==> config.mk <==
export PLATFORM = sky130hd
export DESIGN_NAME = scancode_set1_key_decoder
export DESIGN_NICKNAME = d
export VERILOG_FILES = /design/src/hdl/sc1kd_pkg.sv /design/src/hdl/scancode_set1_key_decoder.sv
export SDC_FILE = /design/constraint.sdc
export NUM_CORES = 1
export LEC_CHECK = 0
export ABC_AREA = 1
export BUFFER_PORTS_ARGS = -buffer_cell sky130_fd_sc_hd__buf_4
export CAP_MARGIN = 10
export CORE_UTILIZATION = 55
export CTS_BUF_LIST = sky130_fd_sc_hd__clkbuf_4 sky130_fd_sc_hd__clkbuf_8
export CTS_CLUSTER_DIAMETER = 40
export DETAILED_ROUTE_END_ITERATION = 7
export HOLD_SLACK_MARGIN = 0.1
export PLACE_DENSITY = 0.89
export SLEW_MARGIN = 20
export SYNTH_ARGS = -nofsm -noshare
export SYNTH_HDL_FRONTEND = slang
export SYNTH_SLANG_ARGS = --single-unit
==> constraint.sdc <==
create_clock -name clk_i -period 5.4 [get_ports clk_i]
set_input_delay 0.27 -clock clk_i [delete_from_list [all_inputs] [get_ports clk_i]]
set_output_delay 0.27 -clock clk_i [all_outputs]
set_load 0.03 [all_outputs]
==> src/hdl/sc1kd_pkg.sv <==
// ----------------------------------------------------------------------------
// sc1kd_pkg
// Scancode set 1 constants, result layout and the key to character table.
// ----------------------------------------------------------------------------
package sc1kd_pkg;

  localparam int unsigned ScanW     = 8;
  localparam int unsigned CodeW     = 7;
  localparam int unsigned CharW     = 7;
  localparam int unsigned ModW      = 4;
  localparam int unsigned ResultW   = 1 + CodeW + CharW + ModW;
  localparam int unsigned OutDataW  = ((ResultW + 7) / 8) * 8;

  localparam logic [ScanW-1:0] PrefixByte = 8'hE0;
  localparam int unsigned      ReleaseBit = 7;

  localparam logic [CodeW-1:0] ScLShift = 7'h2A;
  localparam logic [CodeW-1:0] ScRShift = 7'h36;
  localparam logic [CodeW-1:0] ScCtrl   = 7'h1D;
  localparam logic [CodeW-1:0] ScAlt    = 7'h38;
  localparam logic [CodeW-1:0] ScLSuper = 7'h5B;
  localparam logic [CodeW-1:0] ScRSuper = 7'h5C;

  localparam logic [CharW-1:0] CaseOffset = 7'd32;

  typedef struct packed {
    logic             super_held;
    logic             alt_held;
    logic             ctrl_held;
    logic             shift_held;
  } mod_flags_t;

  typedef struct packed {
    logic [ModW-1:0]  modifier_mask;
    logic [CharW-1:0] ascii_char;
    logic [CodeW-1:0] key_code;
    logic             key_up;
  } key_report_t;

  function automatic logic [CharW-1:0] map_char(input logic [CodeW-1:0] code,
                                                input logic shifted);
    logic [CharW-1:0] c;
    logic             letter;
    letter = 1'b1;
    unique case (code)
      7'h02:   c = 7'h31;
      7'h03:   c = 7'h32;
      7'h04:   c = 7'h33;
      7'h05:   c = 7'h34;
      7'h06:   c = 7'h35;
      7'h07:   c = 7'h36;
      7'h08:   c = 7'h37;
      7'h09:   c = 7'h38;
      7'h0A:   c = 7'h39;
      7'h0B:   c = 7'h30;
      7'h10:   c = 7'h71;
      7'h11:   c = 7'h77;
      7'h12:   c = 7'h65;
      7'h13:   c = 7'h72;
      7'h14:   c = 7'h74;
      7'h15:   c = 7'h79;
      7'h16:   c = 7'h75;
      7'h17:   c = 7'h69;
      7'h18:   c = 7'h6F;
      7'h19:   c = 7'h70;
      7'h1E:   c = 7'h61;
      7'h1F:   c = 7'h73;
      7'h20:   c = 7'h64;
      7'h21:   c = 7'h66;
      7'h22:   c = 7'h67;
      7'h23:   c = 7'h68;
      7'h24:   c = 7'h6A;
      7'h25:   c = 7'h6B;
      7'h26:   c = 7'h6C;
      7'h2C:   c = 7'h7A;
      7'h2D:   c = 7'h78;
      7'h2E:   c = 7'h63;
      7'h2F:   c = 7'h76;
      7'h30:   c = 7'h62;
      7'h31:   c = 7'h6E;
      7'h32:   c = 7'h6D;
      7'h39:   c = 7'h20;
      default: c = '0;
    endcase
    if (c < 7'h61 || c > 7'h7A) begin
      letter = 1'b0;
    end
    if (shifted && letter) begin
      c = c - CaseOffset;
    end
    return c;
  endfunction

endpackage

==> src/hdl/scancode_set1_key_decoder.sv <==
// Takes one set 1 scancode byte per transfer and returns at most one key
// event per byte, in order. A byte can be taken every cycle unless a byte sits
// in the input register while a result waits unaccepted: it is captured in
// that input register and decoded by a small lookup between it and the result
// register. The 0xE0 prefix and the shift, ctrl, alt and super keys give no
// event; the modifier keys update latched flags that form the mask of later
// events. The output register lets the next byte enter while a result waits.
// ----------------------------------------------------------------------------
// scancode_set1_key_decoder
// Set 1 scancode to key event decoder with latched modifier flags.
// ----------------------------------------------------------------------------
module scancode_set1_key_decoder (
  input  logic                                clk_i,
  input  logic                                rst_ni,
  input  logic                                s_axis_tvalid_i,
  output logic                                s_axis_tready_o,
  // [7:0] scan_byte
  input  logic [sc1kd_pkg::ScanW-1:0]         s_axis_tdata_i,
  output logic                                m_axis_tvalid_o,
  input  logic                                m_axis_tready_i,
  // [0] key_up, [7:1] key_code, [14:8] ascii_char, [18:15] modifier_mask
  output logic [sc1kd_pkg::OutDataW-1:0]      m_axis_tdata_o
);

  logic                              in_valid_q;
  logic [sc1kd_pkg::ScanW-1:0]       in_byte_q;
  sc1kd_pkg::mod_flags_t             flags_q, flags_d;
  logic                              out_valid_q, out_valid_d;
  sc1kd_pkg::key_report_t            out_evt_q, evt_d;

  logic                              advance;
  logic                              is_prefix;
  logic                              up;
  logic [sc1kd_pkg::CodeW-1:0]       code;
  logic                              is_mod;

  assign advance         = in_valid_q && (!out_valid_q || m_axis_tready_i);
  assign s_axis_tready_o = !in_valid_q || advance;

  assign is_prefix = (in_byte_q == sc1kd_pkg::PrefixByte);
  assign up        = in_byte_q[sc1kd_pkg::ReleaseBit];
  assign code      = in_byte_q[sc1kd_pkg::CodeW-1:0];

  always_comb begin
    flags_d = flags_q;
    is_mod  = 1'b0;
    if (!is_prefix) begin
      unique case (code)
        sc1kd_pkg::ScLShift, sc1kd_pkg::ScRShift: begin
          flags_d.shift_held = !up;
          is_mod             = 1'b1;
        end
        sc1kd_pkg::ScCtrl: begin
          flags_d.ctrl_held = !up;
          is_mod            = 1'b1;
        end
        sc1kd_pkg::ScAlt: begin
          flags_d.alt_held = !up;
          is_mod           = 1'b1;
        end
        sc1kd_pkg::ScLSuper, sc1kd_pkg::ScRSuper: begin
          flags_d.super_held = !up;
          is_mod             = 1'b1;
        end
        default: begin
          is_mod = 1'b0;
        end
      endcase
    end
  end

  always_comb begin
    evt_d.key_up        = up;
    evt_d.key_code      = code;
    evt_d.ascii_char    = sc1kd_pkg::map_char(code, flags_q.shift_held);
    evt_d.modifier_mask = flags_q;
  end

  always_comb begin
    out_valid_d = out_valid_q && !m_axis_tready_i;
    if (advance && !is_prefix && !is_mod) begin
      out_valid_d = 1'b1;
    end
  end

  always_ff @(posedge clk_i or negedge rst_ni) begin
    if (!rst_ni) begin
      in_valid_q  <= 1'b0;
      flags_q     <= '0;
      out_valid_q <= 1'b0;
    end else begin
      if (s_axis_tready_o) begin
        in_valid_q <= s_axis_tvalid_i;
      end
      if (advance) begin
        flags_q <= flags_d;
      end
      out_valid_q <= out_valid_d;
    end
  end

  always_ff @(posedge clk_i) begin
    if (s_axis_tready_o && s_axis_tvalid_i) begin
      in_byte_q <= s_axis_tdata_i;
    end
    if (advance && !is_prefix && !is_mod) begin
      out_evt_q <= evt_d;
    end
  end

  assign m_axis_tvalid_o = out_valid_q;
  assign m_axis_tdata_o  = {{(sc1kd_pkg::OutDataW - sc1kd_pkg::ResultW){1'b0}}, out_evt_q};

endmodule
==> flow_summary.ini, run 1 <==
[sta]
post-route-period-util_pct = 40.5
fin_ws_ns = 3.21
rsz0062_at_grt = no
setup_violations = 0
hold_violations = 0
slew_headroom_pct = 55.0
post-route-min-period_ns = 2.19
max_freq_mhz = 457
worst_clock_skew_ns = 0.00826
drv_slew = 0
tightest_slew_ns = 0.674
whs_ns = 0.144
fin_setup_tns_ns = 0

[layout]
fillerInstances = 319
design_area_mm2 = 0.00268
n_antenna_cell = 0
layout.nets = 329
syn2layout_area_growth_pct = 14.4
fin_util_pct = 66.1
layout-drive-gt1-share_pct = 21.1

[placed_design]
port_buffers = 32
hpwlAfterDp_um = 3610
placed_area_mm2 = 0.00256
pre_cts_ws_ns = 3.25
place.gp.congestion = 0.911

[die]
initial_utilization_pct = 57.7
io_pins = 38
dieArea_mm2 = 0.00452
coreArea_mm2 = 0.00406
fp-row-count = 23
dieWidth_um = 67.3
fp.dieH_um = 67.3

[global_route]
grt_max_degree = 20
grt_pass1_vias = 1793
antenna_found_initial = 0
track_usage_pct = 23.8
gr-total-overflow = 0
grt_pass1_wl_um = 7910

[power]
powerDensity_mw_per_mm2 = 347
leakagePower_uw = 0.00130
ir_drop_uv = 158

[clocking]
clock_latency_ns = 0.30
cts.htree.levels = 2
clock_tree.buffer_depth = 2
cts_tree = yes
post_cts_resized = 0
clk_pin_slew_ns = 0.08
cts_root_buf = clkbuf_8
cts_sinks = 40
numCtsBuffers = 5

[min_path]
hp-start = s_axis_tdata_i[7]
hold_path.class = in -> reg

[routing]
firstDrtPassIters = 6
routed_wl_um = 4750
final_antenna_net_count = 0
avgRoutedWirePerCell_um = 13.3
via_per_inst = 5.39
vias = 1928
drc = 0
drt_iter0_markers = 158

[worst_setup_path]
cp-start-kind = register
crit_arrival_ns = 2.42
r2r-start = m_axis_tvalid_o
setup.worst_path.class = reg -> reg
worstPathMaxFanout = 12
required_ns = 5.64
setup.worst_path.start = m_axis_tvalid_o
end_kind = register

[logic_synthesis]
syn_avg_cell_area_um2 = 8.55
synth_cells = 274
ys_seq_elements = 40
netlist_top_cells_area = edfxtp_1 35%, nand2_1 12%, dfrtp_1 6.4%, dfxtp_1 6.0%, nand3_1 5.6%
synth_top_area_cell = edfxtp_1
synth_cell_types = 30
yosysTopAreaCellShare_pct = 34.6
synth-seq-area-share_pct = 47.0
synthesis.area_mm2 = 0.00234
ys_warn_count = 0

[outcome]
status = completed

[flow_run]
maxCapViolations = 0
cell type report:
type	instances	area [um2]	share of cell area [%]
well taps	50	62.6	2.33
clock inverters	2	35.0	1.31
flip-flops and latches	40	1100	41.1
multi-input cells	197	1040	38.9
inverters	30	113	4.20
clock buffers	6	76.3	2.85
repair buffers	33	250	9.34
worst max-delay path: stages, from the launching register on:
cell      delay (ns)
dfrtp_1         0.40
nand3_2         0.25
nand2_2         0.30
nand2_1         0.11
nand2_2         0.16
inv_2           0.10
ha_1            0.18
nand3b_1        0.22
nand2_1         0.12
nand2_1         0.06
nand3_1         0.09
nand3_1         0.07
nand2_1         0.07
per-layer routing:
metal	vias up	wire (um)	part of all wire [%]	global-route usage [%]
li1	955	-	-	-
met1	867	1910	40	27.8
met2	95	2330	49	41.8
met3	11	405	8.5	5.57
met4	0	102	2.1	9.57
met5	-	0	0	0
kinds of logic after synthesis:
group	count (synthesis)	share of synthesized area (%)
adders and majority gates	10	5.34
buffers and inverters	41	9.13
AOI/OAI and AO/OA	22	5.66
xor gates and xnor gates	1	0.374
DFF	40	47.0
and+or+nand+nor	159	32.3
other	1	0.160
where the power goes:
group | switching, uW | internal, uW | leakage, uW
logic | 188 | 87.7 | 0.000843
clock network | 99.5 | 142 | 0.0000586
registers | 25.8 | 387 | 0.000398
total | 313 | 617 | 0.00130
Yosys cell counts:
| library cell | instances |
|---|---|
| o31ai_1 | 1 |
| nand2_1 | 77 |
| xor2_1 | 1 |
| o21ai_1 | 5 |
| dfxtp_1 | 7 |
| a21boi_1 | 1 |
| a31oi_1 | 2 |
| nor3_1 | 3 |
| dfrtp_1 | 6 |
| buf_4 | 6 |
| buf_6 | 5 |
| o21ai_0 | 4 |
| nand2_2 | 7 |
| ha_1 | 10 |
| nor2_4 | 1 |
| nor2_1 | 25 |
| nand2_4 | 3 |
| nand3_4 | 1 |
| nand3_1 | 26 |
| conb_1 | 1 |
| nor2_2 | 1 |
| nand3b_1 | 3 |
| a21oi_1 | 7 |
| inv_2 | 5 |
| o21ai_4 | 1 |
| nand3_2 | 5 |
| inv_1 | 25 |
| o21ai_2 | 1 |
| nand4_1 | 7 |
| edfxtp_1 | 27 |
worst paths after layout:
kind / end / slack [ns] / depth (start not counted)
max in group asynchronous: evt_d[16] / 4.95 / 2
worst max register to register: register / 3.21 / 12
worst max-delay path: register / 3.21 / 12
min in group asynchronous: m_axis_tvalid_o / 0.32 / 2
worst min-delay path: in_byte_q[7] / 0.14 / 1
worst min register to register: m_axis_tdata_o[16] / 0.46 / 0
per-stage QoR:
step / instances / total power (uW)
6_report: 358 / 931
5_1_grt: 358 / 980
4_1_cts: 358 / 930
3_5_place_dp: 349 / 692
3_3_place_gp: 349 / 685
2_1_floorplan: 278 / 622
cells in the final DEF (no fill, tap or decap), types with 4 or more instances in the layout:
cell type / n
inv_1: 25
nor2_1: 25
conb_1: 5
a21oi_1: 7
dfxtp_1: 7
nand2_1: 77
o21ai_0: 4
ha_1: 10
nand4_1: 7
nand3_2: 5
o21ai_1: 5
clkbuf_8: 5
buf_4: 32
edfxtp_1: 27
dfrtp_1: 6
nand2_2: 7
nand3_1: 26
inv_2: 5
what timing repair did:
item | in CTS | in global routing
buffers inserted | 0 | 0
endpoints found under the hold margin | 6 | 0
hold buffers | 1 | 0
endpoints found under the setup margin | 0 | 0
No activity file was read; power rests on OpenSTA's default activity.
==> run 2, diff against run 1 <==
ABC_AREA = 0   (was 1)
clock period = 2.1 ns   (was 5.4 ns; I/O delays follow)
==> flow_summary.ini, run 2 <==
[worst_setup_path]
required_ns = 2.29
end_kind = register
cpPeakStageDelay_ns = 0.40
crit_path_top_delay_cell = dfrtp_2
crit_buf_inv = 4
crit_arrival_ns = 2.38
r2r-start = m_axis_tvalid_o
cp-start-kind = register
ff2ff_setup_slack_ns = -0.09
path_cells = and3b_2 > inv_8 > nand2_8 > inv_8 > mux2_4 > inv_6 > ha_4 > inv_2 > mux2i_1 > o21ai_1 > o21ai_1 > nand2_1 > a32oi_1
cp_top_family = compound AO/OA/AOI/OAI gates
worstPathMaxFanout = 4
setup.worst_path.class = reg -> reg
r2r_cells = 13

[routing]
vias = 2031
final_antenna_net_count = 0
drt_iter0_markers = 242
routed_wl_um = 5680
via_per_inst = 5.99
drc = 0
firstDrtPassIters = 5
avgRoutedWirePerCell_um = 16.8

[die]
fp.dieH_um = 67.7
coreArea_mm2 = 0.00406
dieWidth_um = 67.7
io_pins = 38
initial_utilization_pct = 58.4
dieArea_mm2 = 0.00458
fp-row-count = 23

[placed_design]
place.gp.congestion = 0.973
pre_cts_ws_ns = -0.0890
hpwlAfterDp_um = 3870
port_buffers = 32

[logic_synthesis]
synthTopCellsByCount = 27 x edfxtp_1, 20 x nand2_1, 14 x o21ai_0
syn_avg_cell_area_um2 = 10.6
synth-seq-area-share_pct = 46.4
synth_top_area_cell = edfxtp_1
yosysTopAreaCellShare_pct = 34.2
ys_seq_elements = 40
ys_warn_count = 0
synthesis.area_mm2 = 0.00237
yosysMostFrequentCell = edfxtp_1
netlist_top_cells_area = edfxtp_1 34%, dfrtp_1 6.3%, dfxtp_1 5.9%, ha_1 5.3%, nand2_1 3.2%
synth_cells = 223
synth_edf_count = 27
synth_cell_types = 58
async_reset_ff_share_pct = 15.0
synthFlopType = edfxtp_1

[power]
leakagePower_uw = 0.00127
p_int_uw = 1550
ir_drop_uv = 420
powerDensity_mw_per_mm2 = 745
p_clk_share_pct = 21.3
power_uw = 2340
swShare_pct = 33.8
sequentialPowerShare_pct = 43.8
comb_power_share_pct = 34.9
netSwitchingPower_uw = 792

[layout]
fin_util_pct = 77.6
syn2layout_area_growth_pct = 32.7
fillerInstances = 242
layout_commonest_cell = buf_4
n_antenna_cell = 0
layout.nets = 310
layout-drive-gt1-share_pct = 33.9
layout_common_cells = 59 x buf_4, 27 x edfxtp_1, 20 x nand2_1, 10 x o21ai_0

[clocking]
clock_latency_ns = 0.30
clk_pin_slew_ns = 0.08
cts_root_buf = clkbuf_8
cts.htree.levels = 2
numCtsBuffers = 5
cts_sinks = 40
cts_tree = yes
clock_tree.buffer_depth = 2

[min_path]
holdPathEnd = in_valid_q
holdPathStages = 2
hp-start = s_axis_tvalid_i
hold_path.class = in -> reg

[global_route]
track_usage_pct = 27.1
grt_pass1_wl_um = 9040
grt_max_degree = 20
grt_pass1_vias = 1894
antenna_found_initial = 0
gr-total-overflow = 0

[sta]
drv_slew = 0
post-route-min-period_ns = 2.19
worst_clock_skew_ns = 0.0136
fin_ws_ns = -0.0895
setup_violations = 5
max_freq_mhz = 457
post-route-period-util_pct = 104
slew_headroom_pct = 66.0
rsz0062_at_grt = yes
tightest_slew_ns = 0.510
hold_violations = 0

[outcome]
status = finished, violations left
violations = setup timing

[flow_run]
maxCapViolations = 0
==> run 2: changes by cell type after synthesis, sizes merged, moves of 9 or more <==
cell    previous run  this run
nor2              27         9
nor2b              0         9
nand2b             0         9
inv               30         8
nand3             32         5
nand2             87        21
==> run 2: cells by family (layout without fill, tap and decap cells) <==
kind of cell | after synthesis | in the layout | share of synthesized area, %
AO/OA/AOI/OAI | 58 | 58 | 18.7
XOR/XNOR | 1 | 1 | 0.369
adder cells (fa/ha/maj) | 10 | 10 | 5.28
buffers and inverters | 26 | 88 | 6.91
flip-flops | 40 | 40 | 46.4
multiplexers | 8 | 8 | 3.48
other | 1 | 5 | 0.158
AND/OR/NAND/NOR | 79 | 79 | 18.6
==> run 2: power by group through the flow <==
| stage | Combinational [uW] | Clock, uW | Sequential [uW] |
|---|---|---|---|
| floorplan | 417 | 0 | 1130 |
| global placement | 714 | 0 | 1040 |
| detailed placement | 731 | 0 | 1040 |
| CTS | 775 | 504 | 1030 |
| global route | 875 | 533 | 1040 |
| finish | 818 | 500 | 1030 |
==> run 2: layer usage <==
layer,share of wire [%],wire length (um),track usage (%)
met5,0,0,0
met4,1.3,76,8.78
met3,8.6,486,4.22
met2,50,2850,46.4
met1,40,2260,34.5
==> run 2: area by class of cell <==
class / count / area (um2) / share of cell area, %
multi-input cells: 161 / 1250 / 39.7
flip-flops and latches: 40 / 1100 / 35.0
repair buffers: 71 / 584 / 18.6
clock buffers: 5 / 68.8 / 2.19
well taps: 50 / 62.6 / 1.99
inverters: 9 / 61.3 / 1.95
clock inverters: 3 / 18.8 / 0.596
==> run 2: worst reg2reg max path, cell delays in order (launching register included) <==
cell and delay, ns:
dfrtp_2 0.40, and3b_2 0.24, inv_8 0.07, nand2_8 0.05, inv_8 0.05, mux2_4 0.35, inv_6 0.10, ha_4 0.13
inv_2 0.03, mux2i_1 0.12, o21ai_1 0.08, o21ai_1 0.13, nand2_1 0.07, a32oi_1 0.26
==> run 2: metrics by stage <==
| stage | hold WS [ns] | cell area (um2) | setup TNS [ns] | std cells |
|---|---|---|---|---|
| CTS | 0.120 | 3090 | -0.130 | 335 |
| finish | 0.130 | 3150 | -0.322 | 339 |
| global placement | -0.0799 | 2830 | 0 | 312 |
| detailed placement | -0.0780 | 2830 | -0.121 | 312 |
| floorplan | -0.191 | 2480 | -1.10 | 227 |
| global route | 0.137 | 3150 | -0.761 | 339 |
==> run 2: worst max-delay path by stage <==
| stage | from | to | slack (ns) | cells after the start |
|---|---|---|---|---|
| final | m_axis_tvalid_o | register | -0.09 | 13 |
| after global routing | m_axis_tvalid_o | register | -0.17 | 13 |
| after CTS | m_axis_tvalid_o | register | -0.04 | 13 |
| after detailed placement | m_axis_tvalid_o | register | -0.09 | 13 |
| after global placement | m_axis_tvalid_o | register | 0.002 | 11 |
| after floorplan | m_axis_tvalid_o | register | -0.20 | 14 |
==> run 2: repair_timing <==
action	CTS	global route
setup buffers	6	4
pin swaps	8	8
hold endpoints to repair	14	0
endpoints found under the setup margin	4	26
hold buffers	9	0
resized for setup	7	7
